<file path="src/hdl/clwseq_pkg.sv">
// shared types, codes and constants for the character lcd write sequencer
package clwseq_pkg;

  localparam int unsigned DIGITS = 5;
  localparam int unsigned IDX_W = $clog2(DIGITS);
  localparam int unsigned CNT_W = $clog2(DIGITS + 1);
  localparam int unsigned ADDR_W = 5;
  localparam int unsigned DATA_W = 32;

  typedef logic [IDX_W-1:0] idx_t;
  typedef logic [CNT_W-1:0] cnt_t;

  typedef enum logic [2:0] {
    CMD_INIT   = 3'd0,
    CMD_BYTE   = 3'd1,
    CMD_CHAR   = 3'd2,
    CMD_NUMBER = 3'd3,
    CMD_CURSOR = 3'd4
  } cmd_t;

  typedef enum logic [2:0] {
    REG_FOUR_BIT  = 3'd0,
    REG_FUNC_SET  = 3'd1,
    REG_DISP_MODE = 3'd2,
    REG_CLEAR     = 3'd3,
    REG_ENTRY     = 3'd4
  } reg_idx_t;

  typedef enum logic [2:0] {
    ST_IDLE = 3'b001,
    ST_CONV = 3'b010,
    ST_EMIT = 3'b100
  } state_t;

  localparam logic [7:0] RST_FUNC_SET  = 8'h28;
  localparam logic [7:0] RST_DISP_MODE = 8'h0C;
  localparam logic [7:0] RST_CLEAR     = 8'h01;
  localparam logic [7:0] RST_ENTRY     = 8'h06;

  localparam logic [7:0] CMD_HOME_4BIT = 8'h02;
  localparam logic [7:0] ROW0_BASE     = 8'h80;
  localparam logic [7:0] ROW1_BASE     = 8'hC0;
  localparam logic [7:0] ASCII_ZERO    = 8'h30;

  localparam logic [4:0] WAIT_POWER_UP = 5'd30;
  localparam logic [4:0] WAIT_DISP     = 5'd1;
  localparam logic [4:0] WAIT_CLEAR    = 5'd1;
  localparam logic [4:0] WAIT_ENTRY    = 5'd2;
  localparam logic [4:0] WAIT_NONE     = 5'd0;

  // place value of digit position, most significant first
  function automatic logic [13:0] pow10(input idx_t pos);
    logic [13:0] v;
    v = 14'd1;
    unique case (pos)
      3'd0: v = 14'd10000;
      3'd1: v = 14'd1000;
      3'd2: v = 14'd100;
      3'd3: v = 14'd10;
      3'd4: v = 14'd1;
      default: v = 14'd1;
    endcase
    return v;
  endfunction

endpackage

</file>
<file path="src/hdl/char_lcd_write_sequencer_unit.sv">
// character lcd write sequencer: requests in, enable strobes out, apb config
// sequence: a request is registered into the byte buffer, strobes into the output register;
//   a decimal number is first converted by a shared compare-and-subtract unit, one step
//   per subtract and one per digit; a new request is taken only once the last strobe of the
//   previous one is loaded in the output register
// reset: synchronous active-low rst_n restores the config registers to their
//   defaults and empties the sequencer and output register
module char_lcd_write_sequencer_unit (
  input  logic                              clk,
  input  logic                              rst_n,
  input  logic                              in_valid,
  output logic                              in_stall,
  input  logic [2:0]                        in_command,
  input  logic [7:0]                        in_byte_value,
  input  logic [15:0]                       in_number,
  input  logic [5:0]                        in_column,
  input  logic                              in_row,
  output logic                              out_valid,
  input  logic                              out_stall,
  output logic [7:0]                        out_bus_value,
  output logic                              out_register_select,
  output logic [4:0]                        out_pre_wait_ms,
  output logic                              out_last,
  input  logic                              psel,
  input  logic                              penable,
  input  logic                              pwrite,
  input  logic [clwseq_pkg::ADDR_W-1:0]     paddr,
  input  logic [clwseq_pkg::DATA_W-1:0]     pwdata,
  output logic [clwseq_pkg::DATA_W-1:0]     prdata,
  output logic                              pready
);

  logic                      four_bit_r;
  logic [7:0]                func_set_r;
  logic [7:0]                disp_mode_r;
  logic [7:0]                clear_r;
  logic [7:0]                entry_r;
  logic                      cfg_wr;
  clwseq_pkg::reg_idx_t      cfg_idx;

  clwseq_pkg::state_t        state_r, state_nxt;
  logic [7:0]                bytes_r [clwseq_pkg::DIGITS];
  logic [7:0]                bytes_nxt [clwseq_pkg::DIGITS];
  logic [4:0]                waits_r [clwseq_pkg::DIGITS];
  logic [4:0]                waits_nxt [clwseq_pkg::DIGITS];
  clwseq_pkg::cnt_t          cnt_r, cnt_nxt;
  clwseq_pkg::idx_t          idx_r, idx_nxt;
  logic                      half_r, half_nxt;
  logic                      rs_r, rs_nxt;
  logic [15:0]               rem_r, rem_nxt;
  logic [3:0]                digit_r, digit_nxt;

  logic                      out_valid_r, out_valid_nxt;
  logic [7:0]                out_bus_r, out_bus_nxt;
  logic                      out_rs_r, out_rs_nxt;
  logic [4:0]                out_wait_r, out_wait_nxt;
  logic                      out_last_r, out_last_nxt;

  logic                      in_xfer;
  logic                      out_free;
  logic [15:0]               place;
  logic                      ge;
  logic [7:0]                cur_byte;
  logic                      is_last;
  logic [7:0]                cursor_addr;

  // configuration port
  assign pready  = 1'b1;
  assign cfg_wr  = psel & penable & pwrite;
  assign cfg_idx = clwseq_pkg::reg_idx_t'(paddr[clwseq_pkg::ADDR_W-1:2]);

  always_ff @(posedge clk) begin
    if (!rst_n) begin
      four_bit_r  <= 1'b1;
      func_set_r  <= clwseq_pkg::RST_FUNC_SET;
      disp_mode_r <= clwseq_pkg::RST_DISP_MODE;
      clear_r     <= clwseq_pkg::RST_CLEAR;
      entry_r     <= clwseq_pkg::RST_ENTRY;
    end else if (cfg_wr) begin
      unique case (cfg_idx)
        clwseq_pkg::REG_FOUR_BIT:  four_bit_r  <= pwdata[0];
        clwseq_pkg::REG_FUNC_SET:  func_set_r  <= pwdata[7:0];
        clwseq_pkg::REG_DISP_MODE: disp_mode_r <= pwdata[7:0];
        clwseq_pkg::REG_CLEAR:     clear_r     <= pwdata[7:0];
        clwseq_pkg::REG_ENTRY:     entry_r     <= pwdata[7:0];
        default: ;
      endcase
    end
  end

  always_comb begin
    prdata = '0;
    unique case (cfg_idx)
      clwseq_pkg::REG_FOUR_BIT:  prdata = {{(clwseq_pkg::DATA_W-1){1'b0}}, four_bit_r};
      clwseq_pkg::REG_FUNC_SET:  prdata = {{(clwseq_pkg::DATA_W-8){1'b0}}, func_set_r};
      clwseq_pkg::REG_DISP_MODE: prdata = {{(clwseq_pkg::DATA_W-8){1'b0}}, disp_mode_r};
      clwseq_pkg::REG_CLEAR:     prdata = {{(clwseq_pkg::DATA_W-8){1'b0}}, clear_r};
      clwseq_pkg::REG_ENTRY:     prdata = {{(clwseq_pkg::DATA_W-8){1'b0}}, entry_r};
      default:                   prdata = '0;
    endcase
  end

  // request side
  assign in_stall    = (state_r != clwseq_pkg::ST_IDLE);
  assign in_xfer     = in_valid & ~in_stall;
  assign out_free    = ~out_valid_r | ~out_stall;
  assign cursor_addr = (in_row ? clwseq_pkg::ROW1_BASE : clwseq_pkg::ROW0_BASE)
                       + {2'b00, in_column};

  // shared compare-and-subtract unit
  assign place = {2'b00, clwseq_pkg::pow10(idx_r)};
  assign ge    = (rem_r >= place);

  assign cur_byte = bytes_r[idx_r];
  assign is_last  = (idx_r == clwseq_pkg::idx_t'(cnt_r - clwseq_pkg::cnt_t'(1)))
                    & (~four_bit_r | half_r);

  always_comb begin
    state_nxt     = state_r;
    bytes_nxt     = bytes_r;
    waits_nxt     = waits_r;
    cnt_nxt       = cnt_r;
    idx_nxt       = idx_r;
    half_nxt      = half_r;
    rs_nxt        = rs_r;
    rem_nxt       = rem_r;
    digit_nxt     = digit_r;
    out_valid_nxt = out_valid_r & out_stall;
    out_bus_nxt   = out_bus_r;
    out_rs_nxt    = out_rs_r;
    out_wait_nxt  = out_wait_r;
    out_last_nxt  = out_last_r;

    unique case (state_r)
      clwseq_pkg::ST_IDLE: begin
        if (in_xfer) begin
          idx_nxt   = '0;
          half_nxt  = 1'b0;
          rs_nxt    = 1'b0;
          cnt_nxt   = clwseq_pkg::cnt_t'(1);
          state_nxt = clwseq_pkg::ST_EMIT;
          for (int i = 0; i < clwseq_pkg::DIGITS; i++) begin
            waits_nxt[i] = clwseq_pkg::WAIT_NONE;
          end
          unique case (in_command)
            clwseq_pkg::CMD_INIT: begin
              if (four_bit_r) begin
                bytes_nxt[0] = clwseq_pkg::CMD_HOME_4BIT;
                bytes_nxt[1] = func_set_r;
                bytes_nxt[2] = disp_mode_r;
                bytes_nxt[3] = clear_r;
                bytes_nxt[4] = entry_r;
                waits_nxt[0] = clwseq_pkg::WAIT_POWER_UP;
                waits_nxt[2] = clwseq_pkg::WAIT_DISP;
                waits_nxt[3] = clwseq_pkg::WAIT_CLEAR;
                waits_nxt[4] = clwseq_pkg::WAIT_ENTRY;
                cnt_nxt      = clwseq_pkg::cnt_t'(5);
              end else begin
                bytes_nxt[0] = func_set_r;
                bytes_nxt[1] = disp_mode_r;
                bytes_nxt[2] = clear_r;
                bytes_nxt[3] = entry_r;
                waits_nxt[0] = clwseq_pkg::WAIT_POWER_UP;
                waits_nxt[1] = clwseq_pkg::WAIT_DISP;
                waits_nxt[2] = clwseq_pkg::WAIT_CLEAR;
                waits_nxt[3] = clwseq_pkg::WAIT_ENTRY;
                cnt_nxt      = clwseq_pkg::cnt_t'(4);
              end
            end
            clwseq_pkg::CMD_BYTE: begin
              bytes_nxt[0] = in_byte_value;
            end
            clwseq_pkg::CMD_CHAR: begin
              bytes_nxt[0] = in_byte_value;
              rs_nxt       = 1'b1;
            end
            clwseq_pkg::CMD_NUMBER: begin
              rem_nxt   = in_number;
              digit_nxt = '0;
              rs_nxt    = 1'b1;
              cnt_nxt   = clwseq_pkg::cnt_t'(clwseq_pkg::DIGITS);
              state_nxt = clwseq_pkg::ST_CONV;
            end
            clwseq_pkg::CMD_CURSOR: begin
              bytes_nxt[0] = cursor_addr;
            end
            default: begin
              state_nxt = clwseq_pkg::ST_IDLE;
            end
          endcase
        end
      end
      clwseq_pkg::ST_CONV: begin
        if (ge) begin
          rem_nxt   = rem_r - place;
          digit_nxt = digit_r + 4'd1;
        end else begin
          bytes_nxt[idx_r] = clwseq_pkg::ASCII_ZERO + {4'h0, digit_r};
          digit_nxt        = '0;
          if (idx_r == clwseq_pkg::idx_t'(clwseq_pkg::DIGITS - 1)) begin
            idx_nxt   = '0;
            state_nxt = clwseq_pkg::ST_EMIT;
          end else begin
            idx_nxt = idx_r + clwseq_pkg::idx_t'(1);
          end
        end
      end
      clwseq_pkg::ST_EMIT: begin
        if (out_free) begin
          out_valid_nxt = 1'b1;
          out_rs_nxt    = rs_r;
          out_last_nxt  = is_last;
          out_wait_nxt  = half_r ? clwseq_pkg::WAIT_NONE : waits_r[idx_r];
          if (!four_bit_r) begin
            out_bus_nxt = cur_byte;
          end else if (half_r) begin
            out_bus_nxt = {cur_byte[3:0], 4'h0};
          end else begin
            out_bus_nxt = {cur_byte[7:4], 4'h0};
          end
          if (four_bit_r && !half_r) begin
            half_nxt = 1'b1;
          end else begin
            half_nxt = 1'b0;
            idx_nxt  = idx_r + clwseq_pkg::idx_t'(1);
          end
          if (is_last) begin
            state_nxt = clwseq_pkg::ST_IDLE;
          end
        end
      end
      default: begin
        state_nxt = clwseq_pkg::ST_IDLE;
      end
    endcase
  end

  always_ff @(posedge clk) begin
    if (!rst_n) begin
      state_r     <= clwseq_pkg::ST_IDLE;
      out_valid_r <= 1'b0;
      idx_r       <= '0;
      half_r      <= 1'b0;
      cnt_r       <= clwseq_pkg::cnt_t'(1);
      digit_r     <= '0;
    end else begin
      state_r     <= state_nxt;
      out_valid_r <= out_valid_nxt;
      idx_r       <= idx_nxt;
      half_r      <= half_nxt;
      cnt_r       <= cnt_nxt;
      digit_r     <= digit_nxt;
    end
  end

  always_ff @(posedge clk) begin
    bytes_r    <= bytes_nxt;
    waits_r    <= waits_nxt;
    rs_r       <= rs_nxt;
    rem_r      <= rem_nxt;
    out_bus_r  <= out_bus_nxt;
    out_rs_r   <= out_rs_nxt;
    out_wait_r <= out_wait_nxt;
    out_last_r <= out_last_nxt;
  end

  assign out_valid           = out_valid_r;
  assign out_bus_value       = out_bus_r;
  assign out_register_select = out_rs_r;
  assign out_pre_wait_ms     = out_wait_r;
  assign out_last            = out_last_r;

  // checks
  a_digit_range: assert property (@(posedge clk) disable iff (!rst_n)
    (state_r == clwseq_pkg::ST_CONV) |-> (digit_r < 4'd10))
    else $error("digit count out of range");

  a_emit_index: assert property (@(posedge clk) disable iff (!rst_n)
    (state_r == clwseq_pkg::ST_EMIT) |-> ({1'b0, idx_r} < {1'b0, cnt_r}))
    else $error("strobe index past byte count");

  a_emit_hold: assert property (@(posedge clk) disable iff (!rst_n)
    (state_r == clwseq_pkg::ST_EMIT && out_valid_r && out_stall)
      |=> ($stable(idx_r) && $stable(half_r)))
    else $error("sequencer advanced while output stalled");

  a_last_ends: assert property (@(posedge clk) disable iff (!rst_n)
    (state_r == clwseq_pkg::ST_EMIT && out_free && is_last)
      |=> (state_r == clwseq_pkg::ST_IDLE && out_valid_r && out_last_r))
    else $error("final strobe did not end the request");

endmodule

</file>
<file path="config.mk">
export PLATFORM = sky130hd
export DESIGN_NAME = char_lcd_write_sequencer_unit
export DESIGN_NICKNAME = d
export VERILOG_FILES = /design/src/hdl/clwseq_pkg.sv /design/src/hdl/char_lcd_write_sequencer_unit.sv
export SDC_FILE = /design/constraint.sdc
export NUM_CORES = 1
export LEC_CHECK = 0
export ABC_AREA = 0
export BUFFER_PORTS_ARGS = -buffer_cell sky130_fd_sc_hd__clkbuf_2
export CORE_AREA = 5 5 119 121
export DETAILED_ROUTE_END_ITERATION = 10
export DIE_AREA = 0 0 124 126
export GPL_ROUTABILITY_DRIVEN = 0
export MAX_ROUTING_LAYER = met4
export PLACE_DENSITY = 0.78
export SLEW_MARGIN = 15
export SYNTH_ARGS = -nofsm -noshare
export SYNTH_HDL_FRONTEND = slang
export SYNTH_SLANG_ARGS = --single-unit
</file>
<file path="constraint.sdc">
create_clock -name clk -period 9.9 [get_ports clk]
set_input_delay 1.98 -clock clk [delete_from_list [all_inputs] [get_ports clk]]
set_output_delay 1.98 -clock clk [all_outputs]
set_load 0.03 [all_outputs]
</file>
-- After elaboration in Yosys (flattened, before gate mapping)
Cells that the tools add are included.
- register bits after elaboration: 145
- output and inout bits: 50
- logic and storage cells: 158
- add/sub/neg operators: 6
- magnitude comparators: 3
- equal/unequal tests: 28
- muxes and demuxes: 55
- bitwise gates (word level): 12
- reduce and logical (&&, ||, !) cells: 27
- operators by type and width (kind ; count):
    40-bit two-way mux ; 2
    40-bit one-hot mux with 2 select lines ; 1
    32-bit two-way mux ; 2
    14-bit one-hot mux with 4 select lines ; 1
    16-bit two-way mux ; 3
    8-bit two-way mux ; 6
    40-bit bitwise mux ; 1
    8-bit one-hot mux with 5 select lines ; 1
    16-bit one-hot mux with 2 select lines ; 1
    3-bit two-way mux ; 10
    25-bit two-way mux ; 1
    8-bit binary-select mux with 3-bit select ; 1
    8-bit demux with 3-bit select ; 1
    8-bit one-hot mux with 3 select lines ; 1
    3-bit by 2-bit equality test with 1-bit output, second input constant ; 7
    3-bit one-hot mux with 3 select lines ; 2
    16-bit by 14-bit greater-or-equal comparator with 1-bit output ; 1
    2-bit inequality test, second input constant ; 8
    16-bit by 14-bit subtractor with 16-bit output ; 1
    5-bit binary-select mux with 3-bit select ; 1
    5-bit AND reduction ; 3
    2-bit AND reduction ; 7
    3-bit by 1-bit equality test with 1-bit output, second input constant ; 4
    3-bit equality test, second input constant ; 4
    32 further kinds ; 61

-- Depth between registers and ports, before layout
Gate-level depths: netlist (run 1).
- depth in word-level cells: 8
- depth in mapped cells: 15
- depth with buffers taken out: 13

-- Worst setup path after synthesis (run 1)
Ideal clock, no wire load.
- path type: in2out
- start: input paddr[2] (netlist bit)
- end: output prdata[1] (netlist bit)
- data arrival time: 3.244 ns
- data required time: 7.920 ns
- path slack: 4.676 ns
- stages: 4
- cell sequence: buf_1 > mux2_2 > a22oi_1 > o21ai_0
- cells in the longest elaborated chain, start to end: 2
- elaborated cells between the ends (all ways): 6
- ends and longest elaborated chain (what ; line ; text):
    start: declaration ; char_lcd_write_sequencer_unit.sv:27 ; input logic [clwseq_pkg::ADDR_W-1:0] paddr,
    3-bit equality test (tied with other cells) ; char_lcd_write_sequencer_unit.sv:93 ; unique case (cfg_idx)
    8-bit one-hot mux with 5 select lines * ; char_lcd_write_sequencer_unit.sv:93 ;
    end: declaration ; char_lcd_write_sequencer_unit.sv:29 ; output logic [clwseq_pkg::DATA_W-1:0] prdata,
Every way passes the cells marked *; elsewhere a longest branch is shown, timed or not.

-- Final worst setup path (run 1)
- start: input paddr[2] (netlist bit)
- end: output prdata[7] (netlist bit)
The elaborated chain is that of the path after synthesis.

==> results.cfg, run 1 <==
[die]
die_x_um = 124
start_util = 0.536
ioPinCount = 128
fp.dieH_um = 126
core_um2 = 13000
num_rows = 42
die_area_um2 = 15600

[worst_setup_path]
reg2reg_setup_slack_ns = 5.13
reg2reg_depth = 12
critical_path.reg2reg.startpoint = idx_r[1]
startpoint_type = input port
timing.rr.end = bytes_r[21]
endpoint_kind = output pin
arrival_ns = 3.55
crit_type = in2out
cp.required_ns = 7.92
crit_fanout = 14

[timing]
timing.fmax_mhz = 181
timing_hold_violations_final = 0
slew_headroom = 0.246
fin_skew_ns = 0.0120
fin_ws_ns = 4.37
worst_hold_slack_ns = 0.446
fin_setup_tns_ns = 0
final_max_slew_viol_count = 0
setup_violations = 0
rsz0062_at_grt = false
worstMarginPinSlew_ns = 1.13
period_needed_ns = 5.53
min_period_over_period = 0.559

[detailed_routing]
dr_total_vias = 5652
vias_per_cell = 5.91
drt-total-wl_mm = 16.8
drc = 0
ant_nets = 0
wire_per_inst_um = 17.6
drtIter0Drc = 689
drt_pre_antenna_iters = 9

[placed_design]
place_ws_ns = 4.40
port_buffers = 76
dp_hpwl_mm = 12.1

[clocking]
cts_buffer_depth = 2
clkLatencyLatePin_ns = 0.42
cts.hold.buffers_added = 0
cts_buffers = 17
cts_sinks = 121
root_buffer = clkbuf_16
post_cts_buffers = 0
path_clk_slew_ns = 0.05
htree_levels = 4
cts_tree = built
post_cts_resized = 0

[global_route]
grt_use_total = 0.227
grt_max_degree = 57
antenna_found_initial = 0
grt_pass1_wl_mm = 27.2
grt-ovfl-total = 0
first_global_vias = 5402

[yosys]
yosysWarnings = 0
synth_cell_types = 62
synth_top_area_frac = 0.320
synth_top_area_cell = edfxtp_1
syn_inst = 715
synth_ff_type = edfxtp_1
synth.most_common_cell = nand2_1
synth_seq_cells = 121
synth_area_um2 = 6950
seq_area_frac_synth = 0.455
syn_avg_cell_area_um2 = 9.72
synth_commonest_cells = nand2_1, edfxtp_1, mux2i_1
synth.area.top_cells = edfxtp_1, dfxtp_1, mux2i_1
async_reset_ff_frac = 0
synth_edf_count = 74

[power_and_ir_drop]
p_per_area_nw_per_um2 = 156
p_total_uw = 1220
p_leak_uw = 0.00316
ir_drop_mv = 0.120

[finish]
num_antenna_cells = 0
final_util = 0.605
area_growth_pct = 12.9
drive_above_1_share = 0.161
nets = 866
fillerInstances = 1091

[worst_hold_path]
hold_end = out_register_select
hp-class = reg2reg
worst_hold_startpoint = rs_r
min_path_cells = 0

[flow_run]
drv_cap = 0

[outcome]
status = finished clean
==> area by class of cell <==
type / count / area, um^2 / share of cell area
flip-flops and latches: 121 / 3160 / 0.403
multi-input cells: 532 / 3450 / 0.439
clock inverters: 6 / 32.5 / 0.00414
clock buffers: 26 / 522 / 0.0665
inverters: 17 / 63.8 / 0.00813
well taps: 176 / 220 / 0.0280
repair buffers: 79 / 403 / 0.0513
==> worst max path at each step <==
stage / start / to / slack, ns / depth (start not counted)
6_report: paddr[2] / prdata[7] / 4.37 / 5
5_1_grt: paddr[2] / prdata[7] / 4.19 / 5
4_1_cts: paddr[2] / prdata[7] / 4.39 / 5
3_5_place_dp: paddr[2] / prdata[7] / 4.40 / 5
3_3_place_gp: paddr[3] / prdata[7] / 4.45 / 5
2_1_floorplan: paddr[2] / prdata[1] / 4.68 / 4
==> worst max-delay path: stages <==
cell and delay [ns]:
clkbuf_2 0.23, nor3b_1 0.81, nand2_1 0.12, o21ai_0 0.15, clkbuf_2 0.26
==> logic make-up after synthesis <==
logic type	synth area share
adder cells (fa/ha/maj)	0.0371
buffers and inverters	0.0626
other	0.00108
multiplexers	0.123
XOR/XNOR	0.0202
AO/OA/AOI/OAI	0.145
AND/OR/NAND/NOR	0.156
flip-flops	0.455
==> sequential cells by signal, summed over array words and instances, names as in the netlist, 4 cells and up <==
register,count
disp_mode_r,8
bytes_r,40
waits_r,4
digit_r,4
rem_r,16
func_set_r,8
entry_r,8
clear_r,8
out_bus_value,8
==> power by group <==
| group | internal [uW] | total, uW | switching [uW] |
|---|---|---|---|
| combinational | 32.7 | 96.2 | 63.6 |
| sequential | 544 | 550 | 5.93 |
| clock | 361 | 578 | 216 |
| total | 938 | 1220 | 286 |
==> metal layers <==
layer	track usage	share of wire	vias to the layer above
met3	0.0511	0.099	30
met4	0.0786	0.017	0
met5	-	0	-
li1	-	-	2661
met1	0.312	0.43	2635
met2	0.334	0.46	326
==> stage by stage <==
stage,area (um^2),std cells
floorplan,7040,738
global placement,7300,925
detailed placement,7300,925
CTS,7850,957
global route,7850,957
finish,7850,957
==> cell usage in the layout, fill, tap and decap left out, types with 14 or more instances in the layout <==
cell,Yosys,routed
dfxtp_1,47,46
ha_1,19,19
nand2_1,78,78
inv_1,14,14
conb_1,2,25
a21oi_1,37,37
clkbuf_2,0,76
nor2b_1,28,28
edfxtp_1,74,74
nor2_1,57,57
o21ai_0,61,61
clkbuf_16,0,19
mux2i_1,74,74
(Power assumes the default switching activity.)
==> run 2: changes to the inputs <==
==> constraint.sdc (replaced) <==
create_clock -name clk -period 5.3 [get_ports clk]
set_input_delay 1.06 -clock clk [delete_from_list [all_inputs] [get_ports clk]]
set_output_delay 1.06 -clock clk [all_outputs]
set_load 0.03 [all_outputs]
==> results.cfg, run 2 (same netlist as run 1, synthesis figures left out) <==
[clocking]
cts_buffers = 17
cts.hold.buffers_added = 0
clkLatencyLatePin_ns = 0.42
cts_buffer_depth = 2
post_cts_resized = 0
cts_tree = built
post_cts_buffers = 0
cts_sinks = 121
htree_levels = 4
path_clk_slew_ns = 0.05
root_buffer = clkbuf_16

[power_and_ir_drop]
p_per_area_nw_per_um2 = 290
ir_drop_mv = 0.231
p_leak_uw = 0.00318

[finish]
multi_input_area_um2 = 3450
area_growth_pct = 13.4
regArea_um2 = 3160
layout_commonest_cell = nand2_1
final_util = 0.607
nets = 870
fillerInstances = 1090
layout_common_cells = nand2_1, clkbuf_2, mux2i_1, edfxtp_1, o21ai_0
biggestRegsByFlops = bytes_r x40, rem_r x16
largest_reg_flops = 40
largest-register = bytes_r
num_antenna_cells = 0
drive_above_1_share = 0.168

[detailed_routing]
drt_pre_antenna_iters = 6
ant_nets = 0
vias_per_cell = 5.91
drc = 0
drt-total-wl_mm = 17.4
drtIter0Drc = 675
wire_per_inst_um = 18.1
dr_total_vias = 5683

[outcome]
status = finished clean

[worst_setup_path]
critPathCapture = bytes_r[18]
reg2reg_setup_slack_ns = 1.30
endpoint_kind = register
path_buf_inv = 2
path_common_cell = ha_1
critPathTopFamily = simple AND/OR/NAND/NOR gates
crit_type = reg2reg
cp_slowest_cell = nor2_1
cp.required_ns = 5.34
slowest_delay_ns = 0.66
timing.rr.end = bytes_r[18]
reg2reg_depth = 12
critical_path.reg2reg.startpoint = idx_r[0]
crit_path_start = idx_r[0]
critical_path_depth = 12
path_cells = clkinv_1 > ha_1 > o21ai_0 > and3b_1 > ha_1 > inv_1 > fa_1 > a21oi_1 > o2111ai_1 > a211o_1 > nor3b_4 > nor2_1
startpoint_type = register
arrival_ns = 4.04
crit_fanout = 15

[timing]
fin_ws_ns = 1.30
setup_violations = 0
min_period_over_period = 0.755
worst_hold_slack_ns = 0.449
fin_skew_ns = 0.0105
slew_headroom = 0.230
period_needed_ns = 4.00
fin_setup_tns_ns = 0
final_max_slew_viol_count = 0
timing_hold_violations_final = 0
rsz0062_at_grt = false
worstMarginPinSlew_ns = 1.15
timing.fmax_mhz = 250

[placed_design]
dp_hpwl_mm = 12.4
place_ws_ns = 1.34
port_buffers = 76

[global_route]
grt_pass1_wl_mm = 27.8
antenna_found_initial = 0
grt_use_total = 0.234
first_global_vias = 5431
grt_max_degree = 57
grt-ovfl-total = 0

[die]
die_x_um = 124
num_rows = 42
die_area_um2 = 15600
core_um2 = 13000
fp.dieH_um = 126
start_util = 0.536
ioPinCount = 128

[worst_hold_path]
hp-class = reg2reg

[flow_run]
drv_cap = 0
[run 2: layout make-up]
cell class / count / share of cell area
sequential: 121 / 0.401
tap: 176 / 0.0279
multi-input combinational: 532 / 0.437
clock inverter: 7 / 0.00476
timing repair buffer: 83 / 0.0549
inverter: 17 / 0.00810
clock buffer: 25 / 0.0656
[run 2: worst min-delay path by stage]
stage,startpoint,endpoint,slack (ns),cells after the start
3_3_place_gp,rs_r,out_register_select,0.42,0
5_1_grt,rs_r,out_register_select,0.45,0
4_1_cts,rs_r,out_register_select,0.44,0
2_1_floorplan,rs_r,out_register_select,0.40,0
3_5_place_dp,rs_r,out_register_select,0.43,0
6_report,rs_r,out_register_select,0.45,0
[run 2: layer usage]
metal  part of all wire  GRT usage  vias to the layer above
li1                   -          -                     2662
met1               0.42      0.310                     2678
met2               0.48      0.353                      298
met3              0.083     0.0570                       45
met4              0.019     0.0780                        0
met5                  0          -                        -
[run 2: worst reg2reg max path, cell delays in order (launching register included)]
cell and delay, ns:
dfxtp_1 0.33, clkinv_1 0.22, ha_1 0.32, o21ai_0 0.34, and3b_1 0.24, ha_1 0.16
inv_1 0.05, fa_1 0.39, a21oi_1 0.23, o2111ai_1 0.15, a211o_1 0.31, nor3b_4 0.22
nor2_1 0.67
[run 2: report_power, final]
group	internal, uW	switching, uW	leakage (uW)	total [uW]
combinational	61.0	121	0.00181	182
sequential	1020	10.5	0.00109	1030
clock	670	402	0.000283	1070
[run 2: through the flow]
stage | power, uW | std cells | area (um^2)
2_1_floorplan | 1180 | 738 | 7040
3_3_place_gp | 1220 | 929 | 7330
3_5_place_dp | 1220 | 929 | 7330
4_1_cts | 2290 | 961 | 7880
5_1_grt | 2360 | 961 | 7880
6_report | 2280 | 961 | 7880
==> run 3: changes to the inputs <==
==> constraint.sdc (replaced) <==
create_clock -name clk -period 3.7 [get_ports clk]
set_input_delay 0.74 -clock clk [delete_from_list [all_inputs] [get_ports clk]]
set_output_delay 0.74 -clock clk [all_outputs]
set_load 0.03 [all_outputs]
==> results.cfg, run 3 (same netlist as run 1, synthesis figures left out) <==
[placed_design]
port_buffers = 76
dp_hpwl_mm = 12.7

[clocking]
cts_buffers = 17
cts_buffer_depth = 2
htree_levels = 4
clkLatencyLatePin_ns = 0.42
root_buffer = clkbuf_16
path_clk_slew_ns = 0.06
cts_tree = built
cts.hold.buffers_added = 0
cts_sinks = 121

[power_and_ir_drop]
p_total_uw = 3300
p_per_area_nw_per_um2 = 411
p_leak_uw = 0.00327
ir_drop_mv = 0.358

[finish]
num_antenna_cells = 0
drive_above_1_share = 0.192
largest-register = bytes_r
area_growth_pct = 15.5
layout_common_cells = nand2_1, clkbuf_2, mux2i_1, edfxtp_1, o21ai_0
largest_reg_flops = 40
nets = 887
fillerInstances = 1058
biggestRegsByFlops = bytes_r x40, rem_r x16
layout_commonest_cell = nand2_1

[detailed_routing]
wire_per_inst_um = 18.0
drt-total-wl_mm = 17.6
dr_total_vias = 5671
vias_per_cell = 5.80
drc = 0
drtIter0Drc = 645
ant_nets = 0
drt_pre_antenna_iters = 6

[timing]
timing.fmax_mhz = 287
final_max_slew_viol_count = 0
fin_setup_tns_ns = 0
slew_headroom = 0.307
period_needed_ns = 3.48
setup_violations = 0
rsz0062_at_grt = false
timing_hold_violations_final = 0
worstMarginPinSlew_ns = 1.04
fin_skew_ns = 0.0132
min_period_over_period = 0.942
worst_hold_slack_ns = 0.457

[worst_setup_path]
endpoint_kind = register
slowest_delay_ns = 0.44
crit_type = reg2reg
reg2reg_depth = 15
path_buf_inv = 5
cp.required_ns = 3.82
timing.rr.end = bytes_r[8]
reg2reg_setup_slack_ns = 0.22
startpoint_type = register
path_common_cell = buf_4
critPathTopFamily = adder cells
critical_path_depth = 15
path_cells = clkinv_1 > buf_4 > ha_1 > nand2_1 > and3b_1 > ha_1 > inv_1 > fa_1 > a21oi_2 > o2111ai_1 > a211o_1 > nor3b_4 > buf_4 > nor2_1 > buf_4
arrival_ns = 3.61
cp_slowest_cell = dfxtp_1
critical_path.reg2reg.startpoint = idx_r[0]
crit_fanout = 8

[worst_hold_path]
hold_end = out_register_select
min_path_cells = 0
worst_hold_startpoint = rs_r
hp-class = reg2reg

[global_route]
antenna_found_initial = 0
grt_pass1_wl_mm = 27.6
grt_use_total = 0.232
grt_max_degree = 50
grt-ovfl-total = 0
first_global_vias = 5544

[die]
die_area_um2 = 15600
num_rows = 42
die_x_um = 124
ioPinCount = 128
core_um2 = 13000
fp.dieH_um = 126
start_util = 0.536

[outcome]
status = finished clean

[flow_run]
drv_cap = 0
==> run 3: changes by cell type in the layout (fill, tap and decap cells not counted), sizes merged <==
| cell | delta |
|---|---|
| clkinv | +1 |
| inv | +5 |
| buf | +17 |
| clkbuf | -6 |
==> run 3: what timing repair did <==
action                     4_1_cts  5_1_grt
gates resized for setup          0        3
setup endpoints to repair        0       20
buffers inserted                 0        4
==> run 3: metrics by stage <==
| stage | util | instances | cell area, um^2 | worst slack (ns) |
|---|---|---|---|---|
| 2_1_floorplan | - | 738 | 7040 | 0.149 |
| 3_3_place_gp | 0.572 | 942 | 7420 | 0.270 |
| 3_5_place_dp | 0.572 | 942 | 7420 | 0.112 |
| 4_1_cts | 0.616 | 974 | 8000 | 0.0761 |
| 5_1_grt | 0.619 | 978 | 8030 | 0.0290 |
| 6_report | 0.619 | 978 | 8030 | 0.216 |
==> run 3: how the worst max path moves through the flow <==
stage	start	end	slack, ns
2_1_floorplan	idx_r[1]	bytes_r[0]	0.15
3_3_place_gp	idx_r[1]	rem_r[3]	0.27
6_report	idx_r[0]	bytes_r[8]	0.22
4_1_cts	idx_r[0]	rem_r[12]	0.08
3_5_place_dp	idx_r[0]	rem_r[12]	0.11
5_1_grt	idx_r[0]	bytes_r[13]	0.03
==> run 3: layer usage <==
metal | global-route usage | part of all wire | wire [um] | vias up
met4 | 0.0812 | 0.019 | 327 | 0
met5 | - | 0 | 0 | -
met1 | 0.298 | 0.42 | 7380 | 2641
met3 | 0.0673 | 0.086 | 1510 | 29
li1 | - | - | - | 2699
met2 | 0.352 | 0.47 | 8340 | 302
==> run 3: where the power goes <==
group / total [uW] / switching [uW] / internal [uW]
logic: 267 / 175 / 91.9
clock network: 1560 / 635 / 929
registers: 1470 / 15.4 / 1460
total: 3300 / 826 / 2480
==> run 3: cell type report <==
type                            instances  area (um^2)  share of cell area
Clock buffer                           19          464              0.0578
Tap cell                              176          220              0.0274
Clock inverter                         13          106              0.0132
Sequential cell                       121         3160               0.394
Multi-Input combinational cell        532         3450               0.430
Inverter                               17         63.8             0.00794
Timing Repair Buffer                  100          561              0.0698
